==> src/rtl/llh_pkg.sv <==
package llh_pkg;

    // Histogram geometry.
    localparam int BUCKETS = 32;
    localparam int BKT_W   = $clog2(BUCKETS);

    // Field widths of the words on the two channels.
    localparam int KIND_W = 2;
    localparam int DUR_W  = 64;
    localparam int FRAC_W = 17;
    localparam int IDX_W  = 5;
    localparam int MID_W  = 33;
    localparam int MEAN_W = 63;

    // Statistic widths.
    localparam int CNT_W = 32;
    localparam int SUM_W = 64;
    localparam int CUM_W = CNT_W + BKT_W;

    // Nanosecond to microsecond conversion, done as a long division by a constant.
    localparam int NS_PER_US = 1000;
    localparam int REM_W     = $clog2(NS_PER_US);
    localparam int NS_DIG    = 8;
    localparam int NS_STEPS  = DUR_W / NS_DIG;
    localparam int UW_W      = $clog2(DUR_W + 1);

    // Percentile fraction, Q1.16.
    localparam int Q16_SH = 16;
    localparam logic [FRAC_W-1:0] ONE_Q16 = FRAC_W'(65536);

    // Mean division: {sum, 8 fraction bits} divided by the count, one bit per cycle.
    localparam int Q8_SH      = 8;
    localparam int MQ_W       = SUM_W + Q8_SH;
    localparam int MDIV_STEPS = MQ_W;
    localparam int STEP_W     = $clog2(MDIV_STEPS);

    localparam logic [MID_W-1:0]  MID_MAX  = {MID_W{1'b1}};
    localparam logic [MEAN_W-1:0] MEAN_MAX = {MEAN_W{1'b1}};

    // Answer when no running sum reaches the target: 2^(BUCKETS-1) us in half-us units.
    localparam logic [MID_W-1:0] MID_FALLBACK =
        (BUCKETS >= MID_W) ? MID_MAX : (MID_W'(1) << BUCKETS);

    typedef enum logic [KIND_W-1:0] {
        KIND_RECORD = 2'd0,
        KIND_PCTL   = 2'd1,
        KIND_MEAN   = 2'd2
    } t_kind;

    typedef enum logic [3:0] {
        ST_IDLE,
        ST_NS,
        ST_REC_RD,
        ST_REC_WR,
        ST_SCAN_RD,
        ST_SCAN_CMP,
        ST_MDIV,
        ST_DONE
    } t_state;

    typedef struct packed {
        logic load_in;
        logic ns_step;
        logic rec_rd;
        logic rec_wr;
        logic scan_rd;
        logic scan_cmp;
        logic mdiv_step;
        logic out_load;
    } t_dp_cmd;

    typedef struct packed {
        logic total_zero;
        logic hit;
        logic scan_last;
        logic out_free;
    } t_dp_sts;

endpackage

==> src/rtl/llh_ctrl.sv <==
module llh_ctrl import llh_pkg::*; (
    input  logic              i_clk,
    input  logic              i_rst_n,
    input  logic              i_in_valid,
    input  logic [KIND_W-1:0] i_kind,
    input  t_dp_sts           i_sts,
    output logic              o_in_ready,
    output t_dp_cmd           o_cmd
);

    t_state              r_state, n_state;
    logic [STEP_W-1:0]   r_step, n_step;

    always_ff @(posedge i_clk) begin
        if (!i_rst_n) begin
            r_state <= ST_IDLE;
            r_step  <= '0;
        end else begin
            r_state <= n_state;
            r_step  <= n_step;
        end
    end

    always_comb begin
        n_state    = r_state;
        n_step     = r_step;
        o_cmd      = '0;
        o_in_ready = 1'b0;
        case (r_state)
            ST_IDLE: begin
                o_in_ready = i_rst_n;
                n_step     = '0;
                if (i_in_valid && i_rst_n) begin
                    o_cmd.load_in = 1'b1;
                    case (t_kind'(i_kind))
                        KIND_RECORD: n_state = ST_NS;
                        KIND_PCTL:   n_state = i_sts.total_zero ? ST_DONE : ST_SCAN_RD;
                        KIND_MEAN:   n_state = i_sts.total_zero ? ST_DONE : ST_MDIV;
                        default:     n_state = ST_IDLE;
                    endcase
                end
            end
            ST_NS: begin
                o_cmd.ns_step = 1'b1;
                n_step        = r_step + 1'b1;
                if (r_step == STEP_W'(NS_STEPS - 1)) begin
                    n_state = ST_REC_RD;
                end
            end
            ST_REC_RD: begin
                o_cmd.rec_rd = 1'b1;
                n_state      = ST_REC_WR;
            end
            ST_REC_WR: begin
                o_cmd.rec_wr = 1'b1;
                n_state      = ST_IDLE;
            end
            ST_SCAN_RD: begin
                o_cmd.scan_rd = 1'b1;
                n_state       = ST_SCAN_CMP;
            end
            ST_SCAN_CMP: begin
                o_cmd.scan_cmp = 1'b1;
                n_state        = (i_sts.hit || i_sts.scan_last) ? ST_DONE : ST_SCAN_RD;
            end
            ST_MDIV: begin
                o_cmd.mdiv_step = 1'b1;
                n_step          = r_step + 1'b1;
                if (r_step == STEP_W'(MDIV_STEPS - 1)) begin
                    n_state = ST_DONE;
                end
            end
            ST_DONE: begin
                if (i_sts.out_free) begin
                    o_cmd.out_load = 1'b1;
                    n_state        = ST_IDLE;
                end
            end
            default: begin
                n_state = ST_IDLE;
            end
        endcase
    end

endmodule

==> src/rtl/llh_dpath.sv <==
module llh_dpath import llh_pkg::*; (
    input  logic              i_clk,
    input  logic              i_rst_n,
    input  t_dp_cmd           i_cmd,
    output t_dp_sts           o_sts,
    input  logic [KIND_W-1:0] i_kind,
    input  logic [DUR_W-1:0]  i_duration_ns,
    input  logic [FRAC_W-1:0] i_fraction,
    output logic              o_out_valid,
    input  logic              i_out_ready,
    output logic              o_query_kind,
    output logic              o_empty_res,
    output logic [IDX_W-1:0]  o_bucket_index,
    output logic [MID_W-1:0]  o_midpoint_half_us,
    output logic [MEAN_W-1:0] o_mean_q8_us
);

    function automatic logic [UW_W-1:0] width8(input logic [NS_DIG-1:0] b);
        logic [UW_W-1:0] w;
        w = '0;
        for (int k = 0; k < NS_DIG; k++) begin
            if (b[k]) begin
                w = UW_W'(k + 1);
            end
        end
        return w;
    endfunction

    // Bucket 0 covers 0..1 us, bucket i covers 2^(i-1)..2^i us.
    function automatic logic [MID_W-1:0] midpoint_of(input logic [BKT_W-1:0] i);
        logic [63:0] v;
        v = '0;
        if (i == '0) begin
            return MID_W'(1);
        end
        if (int'(i) - 1 >= 32) begin
            return MID_MAX;
        end
        v = 64'd3 << (i - 1'b1);
        return (v > 64'(MID_MAX)) ? MID_MAX : v[MID_W-1:0];
    endfunction

    // Record path.
    logic [DUR_W-1:0]  r_dvd;
    logic [REM_W-1:0]  r_ns_rem;
    logic [DUR_W-1:0]  r_us;
    logic [UW_W-1:0]   r_us_w;
    logic [REM_W-1:0]  ns_rem;
    logic [REM_W:0]    ns_t;
    logic [NS_DIG-1:0] ns_q;
    logic [UW_W-1:0]   n_us_w;
    logic [BKT_W-1:0]  bkt;

    // Statistics and bucket memory.
    logic [CNT_W-1:0]  r_total;
    logic [SUM_W-1:0]  r_sum;
    logic [SUM_W:0]    sum_add;
    logic [CNT_W-1:0]  r_mem [BUCKETS];
    logic [BUCKETS-1:0] r_valid;
    logic [CNT_W-1:0]  r_rd_data;
    logic              r_rd_vld;
    logic [CNT_W-1:0]  rd_val;
    logic [BKT_W-1:0]  rd_addr;

    // Percentile scan.
    logic [FRAC_W-1:0]        frac_c;
    logic [FRAC_W+CNT_W-1:0]  prod;
    logic [CNT_W-1:0]  r_target;
    logic [CUM_W-1:0]  r_cum;
    logic [CUM_W-1:0]  n_cum;
    logic [BKT_W-1:0]  r_idx;
    logic              r_hit;
    t_kind             r_kind;

    // Mean division.
    logic [MQ_W-1:0]   r_mq;
    logic [CNT_W-1:0]  r_mrem;
    logic [CNT_W:0]    md_t;
    logic              md_ge;

    // Output word register.
    logic              r_out_valid;
    logic              r_query_kind;
    logic              r_empty_res;
    logic [IDX_W-1:0]  r_bucket_index;
    logic [MID_W-1:0]  r_midpoint;
    logic [MEAN_W-1:0] r_mean;

    // Eight quotient bits of the division by 1000 per cycle.
    always_comb begin
        ns_rem = r_ns_rem;
        ns_t   = '0;
        ns_q   = '0;
        for (int k = 0; k < NS_DIG; k++) begin
            ns_t = {ns_rem, r_dvd[DUR_W-1-k]};
            if (ns_t >= (REM_W+1)'(NS_PER_US)) begin
                ns_q[NS_DIG-1-k] = 1'b1;
                ns_rem = REM_W'(ns_t - (REM_W+1)'(NS_PER_US));
            end else begin
                ns_rem = ns_t[REM_W-1:0];
            end
        end
    end

    // Quotient bits arrive MSB first, so the width grows by a digit once nonzero.
    assign n_us_w = (r_us_w != '0) ? r_us_w + UW_W'(NS_DIG) : width8(ns_q);
    assign bkt    = (r_us_w >= UW_W'(BUCKETS - 1)) ? BKT_W'(BUCKETS - 1)
                                                   : r_us_w[BKT_W-1:0];

    assign sum_add = {1'b0, r_sum} + {1'b0, r_us};
    assign rd_val  = r_rd_vld ? r_rd_data : '0;
    assign rd_addr = i_cmd.rec_rd ? bkt : r_idx;

    assign frac_c = (i_fraction > ONE_Q16) ? ONE_Q16 : i_fraction;
    assign prod   = frac_c * r_total;
    assign n_cum  = r_cum + CUM_W'(rd_val);

    assign md_t  = {r_mrem, r_mq[MQ_W-1]};
    assign md_ge = (md_t >= {1'b0, r_total});

    always_ff @(posedge i_clk) begin
        if (i_cmd.load_in) begin
            r_dvd    <= i_duration_ns;
            r_ns_rem <= '0;
            r_us     <= '0;
            r_us_w   <= '0;
            r_kind   <= t_kind'(i_kind);
            r_target <= prod[Q16_SH +: CNT_W];
            r_cum    <= '0;
            r_idx    <= '0;
            r_hit    <= 1'b0;
            r_mq     <= {r_sum, {Q8_SH{1'b0}}};
            r_mrem   <= '0;
        end
        if (i_cmd.ns_step) begin
            r_dvd    <= r_dvd << NS_DIG;
            r_ns_rem <= ns_rem;
            r_us     <= {r_us[DUR_W-NS_DIG-1:0], ns_q};
            r_us_w   <= n_us_w;
        end
        if (i_cmd.scan_cmp) begin
            r_cum <= n_cum;
            if (n_cum >= CUM_W'(r_target)) begin
                r_hit <= 1'b1;
            end else if (r_idx != BKT_W'(BUCKETS - 1)) begin
                r_idx <= r_idx + 1'b1;
            end
        end
        if (i_cmd.mdiv_step) begin
            r_mq   <= {r_mq[MQ_W-2:0], md_ge};
            r_mrem <= md_ge ? CNT_W'(md_t - {1'b0, r_total}) : md_t[CNT_W-1:0];
        end
    end

    // Counters that saturate; cleared at reset.
    always_ff @(posedge i_clk) begin
        if (!i_rst_n) begin
            r_total <= '0;
            r_sum   <= '0;
            r_valid <= '0;
        end else begin
            if (i_cmd.rec_rd) begin
                if (r_total != {CNT_W{1'b1}}) begin
                    r_total <= r_total + 1'b1;
                end
                r_sum <= sum_add[SUM_W] ? {SUM_W{1'b1}} : sum_add[SUM_W-1:0];
            end
            if (i_cmd.rec_wr) begin
                r_valid[bkt] <= 1'b1;
            end
        end
    end

    // Bucket memory; an entry never written reads as zero through its valid bit.
    always_ff @(posedge i_clk) begin
        if (i_cmd.rec_rd || i_cmd.scan_rd) begin
            r_rd_data <= r_mem[rd_addr];
            r_rd_vld  <= r_valid[rd_addr];
        end
        if (i_cmd.rec_wr) begin
            r_mem[bkt] <= (rd_val == {CNT_W{1'b1}}) ? rd_val : rd_val + 1'b1;
        end
    end

    always_ff @(posedge i_clk) begin
        if (!i_rst_n) begin
            r_out_valid <= 1'b0;
        end else if (i_cmd.out_load) begin
            r_out_valid <= 1'b1;
        end else if (i_out_ready) begin
            r_out_valid <= 1'b0;
        end
    end

    always_ff @(posedge i_clk) begin
        if (i_cmd.out_load) begin
            r_query_kind   <= (r_kind == KIND_MEAN);
            r_empty_res    <= (r_total == '0);
            r_bucket_index <= '0;
            r_midpoint     <= '0;
            r_mean         <= '0;
            if (r_total != '0) begin
                if (r_kind == KIND_MEAN) begin
                    r_mean <= (|r_mq[MQ_W-1:MEAN_W]) ? MEAN_MAX : r_mq[MEAN_W-1:0];
                end else begin
                    r_bucket_index <= IDX_W'(r_idx);
                    r_midpoint     <= r_hit ? midpoint_of(r_idx) : MID_FALLBACK;
                end
            end
        end
    end

    assign o_sts.total_zero = (r_total == '0);
    assign o_sts.hit        = (n_cum >= CUM_W'(r_target));
    assign o_sts.scan_last  = (r_idx == BKT_W'(BUCKETS - 1));
    assign o_sts.out_free   = !r_out_valid || i_out_ready;

    assign o_out_valid        = r_out_valid;
    assign o_query_kind       = r_query_kind;
    assign o_empty_res        = r_empty_res;
    assign o_bucket_index     = r_bucket_index;
    assign o_midpoint_half_us = r_midpoint;
    assign o_mean_q8_us       = r_mean;

endmodule

==> src/rtl/log2_latency_histogram.sv <==
// A record word runs 8 quotient steps of the divide by 1000 at 8 bits a cycle, then one
// bucket read and one bucket write, before the next word is accepted.
// A percentile query reads and compares the buckets in turn (at most 32 buckets); a mean
// query runs a 72-step serial divider; a query on an empty histogram skips both.
// Throughput is one word in flight; a query also waits while the previous result is held.
// Reset (synchronous, active low) clears all bucket counts, the total count and the sum.
module log2_latency_histogram import llh_pkg::*; (
    input  logic              i_clk,
    input  logic              i_rst_n,
    input  logic              i_in_valid,
    output logic              o_in_ready,
    input  logic [KIND_W-1:0] i_kind,
    input  logic [DUR_W-1:0]  i_duration_ns,
    input  logic [FRAC_W-1:0] i_fraction,
    output logic              o_out_valid,
    input  logic              i_out_ready,
    output logic              o_query_kind,
    output logic              o_empty_res,
    output logic [IDX_W-1:0]  o_bucket_index,
    output logic [MID_W-1:0]  o_midpoint_half_us,
    output logic [MEAN_W-1:0] o_mean_q8_us
);

    // The controller sequences each word through the datapath. A record word runs the
    // digit-serial divide by 1000, which also tracks the bit width of the quotient, then
    // does a read-modify-write of its bucket while the total and the sum are bumped.
    // A percentile word computes its target in the accept cycle and then reads the
    // buckets one after the other, keeping a running sum, until the target is reached.
    // A mean word runs a restoring divider over the sum with eight fraction bits.
    // Each query ends in a result word held in an output register, so the next input
    // word is taken while the result still waits for the consumer.

    t_dp_cmd cmd;
    t_dp_sts sts;

    llh_ctrl u_ctrl (
        .i_clk      (i_clk),
        .i_rst_n    (i_rst_n),
        .i_in_valid (i_in_valid),
        .i_kind     (i_kind),
        .i_sts      (sts),
        .o_in_ready (o_in_ready),
        .o_cmd      (cmd)
    );

    llh_dpath u_dpath (
        .i_clk              (i_clk),
        .i_rst_n            (i_rst_n),
        .i_cmd              (cmd),
        .o_sts              (sts),
        .i_kind             (i_kind),
        .i_duration_ns      (i_duration_ns),
        .i_fraction         (i_fraction),
        .o_out_valid        (o_out_valid),
        .i_out_ready        (i_out_ready),
        .o_query_kind       (o_query_kind),
        .o_empty_res        (o_empty_res),
        .o_bucket_index     (o_bucket_index),
        .o_midpoint_half_us (o_midpoint_half_us),
        .o_mean_q8_us       (o_mean_q8_us)
    );

    // The controller issues at most one datapath command per cycle.
    a_cmd_onehot: assert property (@(posedge i_clk) disable iff (!i_rst_n)
        $onehot0({cmd.load_in, cmd.ns_step, cmd.rec_rd, cmd.rec_wr,
                  cmd.scan_rd, cmd.scan_cmp, cmd.mdiv_step, cmd.out_load}))
        else $error("more than one datapath command in a cycle");

    // A record word never raises a result word in the following cycle.
    a_record_silent: assert property (@(posedge i_clk) disable iff (!i_rst_n)
        (i_in_valid && o_in_ready && i_kind == KIND_RECORD) |=> !$rose(o_out_valid))
        else $error("record word produced a result");

    // An empty answer carries zero in the bucket index, midpoint and mean fields.
    a_empty_zero: assert property (@(posedge i_clk) disable iff (!i_rst_n)
        (o_out_valid && o_empty_res) |->
            (o_bucket_index == '0 && o_midpoint_half_us == '0 && o_mean_q8_us == '0))
        else $error("empty answer with nonzero fields");

    // A result is only loaded when the output register can take it.
    a_load_free: assert property (@(posedge i_clk) disable iff (!i_rst_n)
        cmd.out_load |-> (!o_out_valid || i_out_ready))
        else $error("result word overwritten before it was taken");

endmodule

==> config.mk <==
export PLATFORM = sky130hd
export DESIGN_NAME = log2_latency_histogram
export DESIGN_NICKNAME = d
export VERILOG_FILES = /design/src/rtl/llh_pkg.sv /design/src/rtl/llh_ctrl.sv /design/src/rtl/llh_dpath.sv /design/src/rtl/log2_latency_histogram.sv
export SDC_FILE = /design/constraint.sdc
export NUM_CORES = 2
export LEC_CHECK = 0
export BUFFER_PORTS_ARGS = -buffer_cell sky130_fd_sc_hd__clkbuf_2
export CORE_MARGIN = 1.5
export CORE_UTILIZATION = 29
export DETAILED_ROUTE_END_ITERATION = 6
export PLACE_DENSITY = 0.55
export REMOVE_ABC_BUFFERS = 1
export SYNTH_ARGS = -nofsm -noshare
export SYNTH_HDL_FRONTEND = slang
export SYNTH_SLANG_ARGS = --single-unit
==> constraint.sdc <==
create_clock -name i_clk -period 15.5 [get_ports i_clk]
set_input_delay 3.1 -clock i_clk [delete_from_list [all_inputs] [get_ports i_clk]]
set_output_delay 3.1 -clock i_clk [all_outputs]
set_load 0.01 [all_outputs]
# == After elaboration in Yosys (flattened, before gate mapping) ==
# Memory sizes are Yosys's and may differ from the RTL's. A register that Yosys moved wholly into a read port is not among the register bits.
# Cells that the tools add are included.
# Widths: inputs -> output; s select.
# totals
ramBits,1024
output_inout_bits,105
mem_count,1
reg_bits,570
input_bits,87
# op_classes
reduce_logical,24
order_cmp,17
add_sub_neg,18
n_eq_ne,20
n_shift,1
n_bitwise,3
multipliers,1
muxes,98
# mem_list
memory,words,word_bits,rd,rd_clocked_by_memory_dff,wr,line,rtl
u_dpath.r_mem,32,32,1,1,1,llh_dpath.sv:58,logic [CNT_W-1:0] r_mem [BUCKETS];
# op_table
op,count
$mux 64,5
$mux 33,6
$mux 32,5
$mux 72,2
$mux 10,10
$ge 11x10->1 const B,8
$sub 10x10->10 const B,8
$mux 37,2
$add 64x64->65,1
$add 32x1->32 const B,2
$gt 64x33->1 const B,1
$shl 2x5->64 const A,1
$mux 63,1
$mul 17x32->48,1
$mux 1,39
$add 37x32->37,1
$ge 37x32->1,1
$ge 33x32->1,1
$eq 32x32->1 const B,1
$ge 32x7->1 const B,1
$logic_not 32->1,1
$ne 32x32->1 const B,1
$or 32x32->32,1
$reduce_bool 32->1,1
other kinds (46),81

# == Depth between registers and ports, before layout ==
# logic_depth
ltp_word,26
ltp_mapped,40
mapped_depth_nobuf,37

# == By module ==
# From an unflattened synthesis, not the netlist that was laid out.
# unflattened
cells_unflattened,8083
area_unflattened_um2,89731.1
# modules_own_cells
module,instances,cells_per_inst,area_each_um2
llh_dpath,1,7976,88897.8
llh_ctrl,1,107,833.3

# == Worst setup path before layout ==
# No wires, ideal clock.
# synth_timing
path_type,input to register
startpoint,input port i_fraction[4]
endpoint,register u_dpath.r_target[31] (data pin)
required_time_ns,15.240
path_slack_ns,3.859
path_buffers,1
path_stages,34
arrival_time_ns,11.381
setup_ns,0.260
path_cell_list,nor4_1 -> a41oi_1 -> nor2b_1 -> clkbuf_1 -> nand2_1 -> fa_1 -> inv_1 -> fa_1 -> inv_1 -> fa_1 -> inv_1 -> fa_1 -> inv_1 -> fa_1 -> inv_1 -> fa_1 -> ha_1 -> or3_1 -> a221oi_1 -> o21ai_0 -> nand3_1 -> a21boi_0 -> o2111ai_1 -> nand3_1 -> a21oi_1 -> o21ai_0 -> a211oi_1 -> o21ai_0 -> a211oi_1 -> a21oi_1 -> or3_1 -> a21o_1 -> a21oi_1 -> xnor2_1
# synth_between
elab_chain_cells,3
# synth_lines
item,line,rtl
from (decl),log2_latency_histogram.sv:14,"input logic [FRAC_W-1:0] i_fraction,"
$gt 17x17->1,llh_dpath.sv:114,assign frac_c = (i_fraction > ONE_Q16) ? ONE_Q16 : i_fraction;
$mux 17 *,llh_dpath.sv:114,
$mul 17x32->48 *,llh_dpath.sv:115,assign prod = frac_c * r_total;
via u_dpath.prod[47],llh_dpath.sv:67,logic [FRAC_W+CNT_W-1:0] prod;
to (signal assigned),llh_dpath.sv:128,r_target <= prod[Q16_SH +: CNT_W];
to (decl),llh_dpath.sv:68,logic [CNT_W-1:0] r_target;
# The timed path passes the listed nets; every way through them passes the cells marked *.
# A chain may end at the register's enable or synchronous reset.

# == Worst setup path in the final report ==
# Ends and elaborated chain as after synthesis.

==> key figures <==
Clock tree
  • Clk sink count: 1,625
  • Clock network latency to the later pin of the worst-skew pair: 840 ps
  • Clock transition at the registers of the reported paths: 60 ps
  • Setup bufs post-CTS: 0
  • CTS root buf: clkbuf_16
  • CTS tree: built
  • PostCTS Resize Cnt: 0
  • Hold buffer count at cts: 0
  • Clock H-tree levels: 4
  • CTS buffer count: 170
  • Maximum clock insertion buffer count: 3

Setup path
  • Endpoint of the worst register-to-register path: u_dpath.r_target[31]
  • R2R Setup Slk: 6240 ps
  • Reg2Reg Launch Point: u_dpath.r_total[8]
  • Kind of end point of the critical path: register
  • Library cell appearing most often on the critical path: fa_1
  • Worst endpoint data arrival time: 13,300 ps
  • Max FO, Critical Path: 18
  • Longest individual stage delay on the worst path: 940 ps
  • Cell with the biggest individual delay on the critical path: nor2b_2
  • Category of the critical setup timing path: primary input to register
  • Logic depth of the worst register-to-register path: 30
  • Worst setup SP type: primary input
  • Required time reported for the critical path endpoint: 16,070 ps

Floorplan
  • Die outline width: roughly 560 um
  • Num ports: 192
  • Die height: between 500 and 600 um
  • Starting density of the core: 29.20%
  • Count of standard-cell rows: 204
  • Die outline area: 314,800 um2
  • Core Box Area: 309,400 um2

Power
  • Power per Cell Area: between 150 and 200 nW/um2
  • Standby leakage power: roughly 40 nW
  • Peak ir drop on the vdd network: 0.2049 mV

Min path
  • Min-delay src: u_dpath.r_dvd[6]
  • End point of the most critical hold path: u_dpath.r_dvd[6]
  • Hold crit path type: register to register
  • Count of cells along the worst hold path: 2

Final layout
  • Most common cell after layout, fill and taps aside: edfxtp_1
  • Cell area after layout: 102,000 um2
  • Layout overhead on the synthesized area: 12.92%
  • Net count, final: 8,799
  • Number of standard cells in the final layout excluding fillers: roughly 12,000
  • Fraction of layout cells with a size suffix above 1: 9.002%
  • Most frequent cells in the layout: edfxtp_1 (1,472), nand2_1 (1,136), inv_1 (664)

Drt
  • Number of antenna-violating nets in the routed design: 0
  • Post-detailed-route wirelength per cell: 20.43 um
  • Via count: 61,350
  • Length of the first detailed-routing pass in iterations: 6
  • Drt initial violations: 4,991
  • Final routed wirelength across all metal layers: 249.9 mm
  • Drt drc: 0
  • Routed via count divided by cell count: 5.016

Synth
  • Count of yosys warnings during synthesis: 0
  • Cell area after synthesis: 90,330 um2
  • Count of state elements after synthesis: 1,625
  • Post-synth top flop: edfxtp_1
  • Post-synth ARST share: 0%
  • Sequential-to-total area share from yosys stat: 52.33%
  • Netlist cell types: 104
  • EDFF count, synth: 1,472
  • Average instance area after synthesis: roughly 11 um2
  • Post-synthesis cell count: 7,939

Outcome
  • Result of the run: finished, final reports clean

Placed design
  • RePlAce Congestion: slightly below 0.9
  • Quantity of I/O buffers inserted on ports: 191
  • Placed inst area: 96,340 um2
  • Dpl cells: roughly 12,000
  • Dpl hpwl: 153.3 mm

Global routing
  • Maximum number of pins on one net before global-route repair: 183
  • Congestion Overflow GR: 0
  • Antenna violations before repair: 6
  • GR Util All Layers: 15.52%
  • Wire length of the first global-routing pass: 376.5 mm
  • Vias in the first global route: 60,250

Timing
  • Max frequency: 0.07851 GHz
  • Period minus WS final: 12,740 ps
  • Post-route clock period utilization: slightly above 80%
  • Relative max-transition margin: 13.53%
  • Final Slew Violations: 0
  • Unrepaired setup endpoints after global routing: false
  • Hold violation total from the final report: 0
  • Worst-case clock skew: 45.78 ps
  • Setup violators final: 0
  • Worst Tran Pin Value: 1291 ps

Run
  • Number of max-capacitance violations reported: 0
report_power, final:
group | leakage (nW) | total [mW] | switching, mW | internal [mW]
logic | 22.1 | 7.04 | 4.69 | 2.35
registers | 14.9 | 6.13 | 0.333 | 5.79
clock network | 2.69 | 4.12 | 1.75 | 2.37
total | 39.6 | 17.3 | 6.77 | 10.5
stage by stage:
stage / power (mW) / setup WS [ps] / util, % / TNS (ps) / hold slack (ps)
6_report: 17.29 / 2762 / 32.97 / 0 / 459.7
5_1_grt: 18.29 / 2120 / 32.97 / 0 / 479.7
4_1_cts: 17.36 / 2780 / 32.96 / 0 / 462.3
3_5_place_dp: 13.18 / 1901 / 31.14 / 0 / 451.8
3_3_place_gp: 13.08 / 1894 / 31.14 / 0 / 441.4
2_1_floorplan: 12.45 / -30780 / - / -1015700 / 431.7
logic make-up (layout without fill, tap and decap cells):
logic type | count (synthesis) | count (layout) | synth area share, %
muxes | 182 | 182 | 2.053
buffers and inverters | 1138 | 1308 | 4.791
AOI/OAI and AO/OA | 1590 | 1590 | 11.99
DFF | 1625 | 1625 | 52.33
xor gates and xnor gates | 226 | 226 | 2.191
other | 0 | 3 | 0
and+or+nand+nor | 2432 | 2432 | 12.59
adders and majority gates | 746 | 746 | 14.06
registers in the layout (all words and copies together), names as in the netlist, 33 cells and up:
register	count
u_dpath.r_sum	64
u_dpath.o_mean_q8_us	63
u_dpath.r_dvd	64
u_dpath.o_midpoint_half_us	33
u_dpath.r_mem	1024
u_dpath.r_us	64
u_dpath.r_cum	37
u_dpath.r_mq	72
metal layers:
| layer | share of wire, % | vias up | track usage (%) |
|---|---|---|---|
| li1 | - | 28180 | - |
| met1 | 46 | 30960 | 21.92 |
| met2 | 45 | 1879 | 24.62 |
| met3 | 5.9 | 334 | 2.271 |
| met4 | 2.6 | 6 | 4.495 |
| met5 | 0.014 | - | 0 |
synth_stat cells (7+ instances only):
cell / count / area, um2
nand4_1: 47 / 294.0
and2_1: 234 / 1464
nor2b_1: 190 / 1189
xor2_1: 66 / 578.1
xnor2_1: 160 / 1401
o41ai_1: 7 / 61.31
a21boi_0: 19 / 142.6
and4_1: 8 / 70.07
a2111oi_0: 12 / 105.1
fa_1: 449 / 8989
nand3_1: 84 / 420.4
mux2i_1: 171 / 1712
a21oi_1: 317 / 1587
o21bai_1: 17 / 127.6
a211oi_1: 526 / 3949
nand2_1: 1139 / 4275
o211ai_1: 12 / 90.09
dfxtp_1: 153 / 3063
or2_2: 16 / 100.1
or3_1: 27 / 168.9
a22o_1: 58 / 508.0
nor3_1: 73 / 365.4
ha_1: 293 / 3666
nor4_1: 29 / 181.4
and3_1: 129 / 807.0
mux2_2: 7 / 78.83
a211o_1: 7 / 61.31
o21ai_1: 10 / 50.05
a21o_1: 91 / 683.2
nand2b_1: 31 / 193.9
o22ai_1: 8 / 50.05
o31ai_1: 10 / 75.07
inv_1: 666 / 2500
nand3b_1: 8 / 60.06
nor3b_1: 7 / 52.55
o21a_1: 86 / 645.6
o2111ai_1: 9 / 78.83
buf_1: 34 / 127.6
nor2_1: 372 / 1396
buf_2: 9 / 45.04
edfxtp_1: 1472 / 44200
a221oi_1: 7 / 61.31
o21ai_0: 165 / 825.8
a31oi_1: 152 / 950.9
clkbuf_1: 421 / 1580
final cells by class:
class | instances | area (um2)
fill | 30840 | 207400
sequential | 1625 | 47270
multi-input combinational | 5176 | 39390
tap | 4120 | 5155
clock buffer | 226 | 4597
inverter | 666 | 2502
timing repair buffer | 331 | 2044
clock inverter | 85 | 1035
antenna | 3 | 7.507
worst max-delay path by stage:
stage / slack (ps) / to / from / depth (start not counted)
after floorplan: -30780 / u_dpath.r_rd_data[0] / u_ctrl.r_state[0] / 7
after global placement: 1890 / u_dpath.r_target[31] / i_fraction[1] / 35
after detailed placement: 1900 / u_dpath.r_target[31] / i_fraction[4] / 35
after CTS: 2780 / u_dpath.r_target[31] / i_fraction[4] / 35
after global routing: 2120 / u_dpath.r_target[31] / i_fraction[4] / 35
final: 2760 / u_dpath.r_target[31] / i_fraction[4] / 35
critical path: cells and delay by family:
kind,cells,cell delay [ps]
XOR/XNOR,1,90
buffers and inverters,7,550
AO/OA/AOI/OAI,13,3800
adder cells (fa/ha/maj),7,3260
AND/OR/NAND/NOR,7,2470
Note: power is estimated with default switching activity, not from simulation.
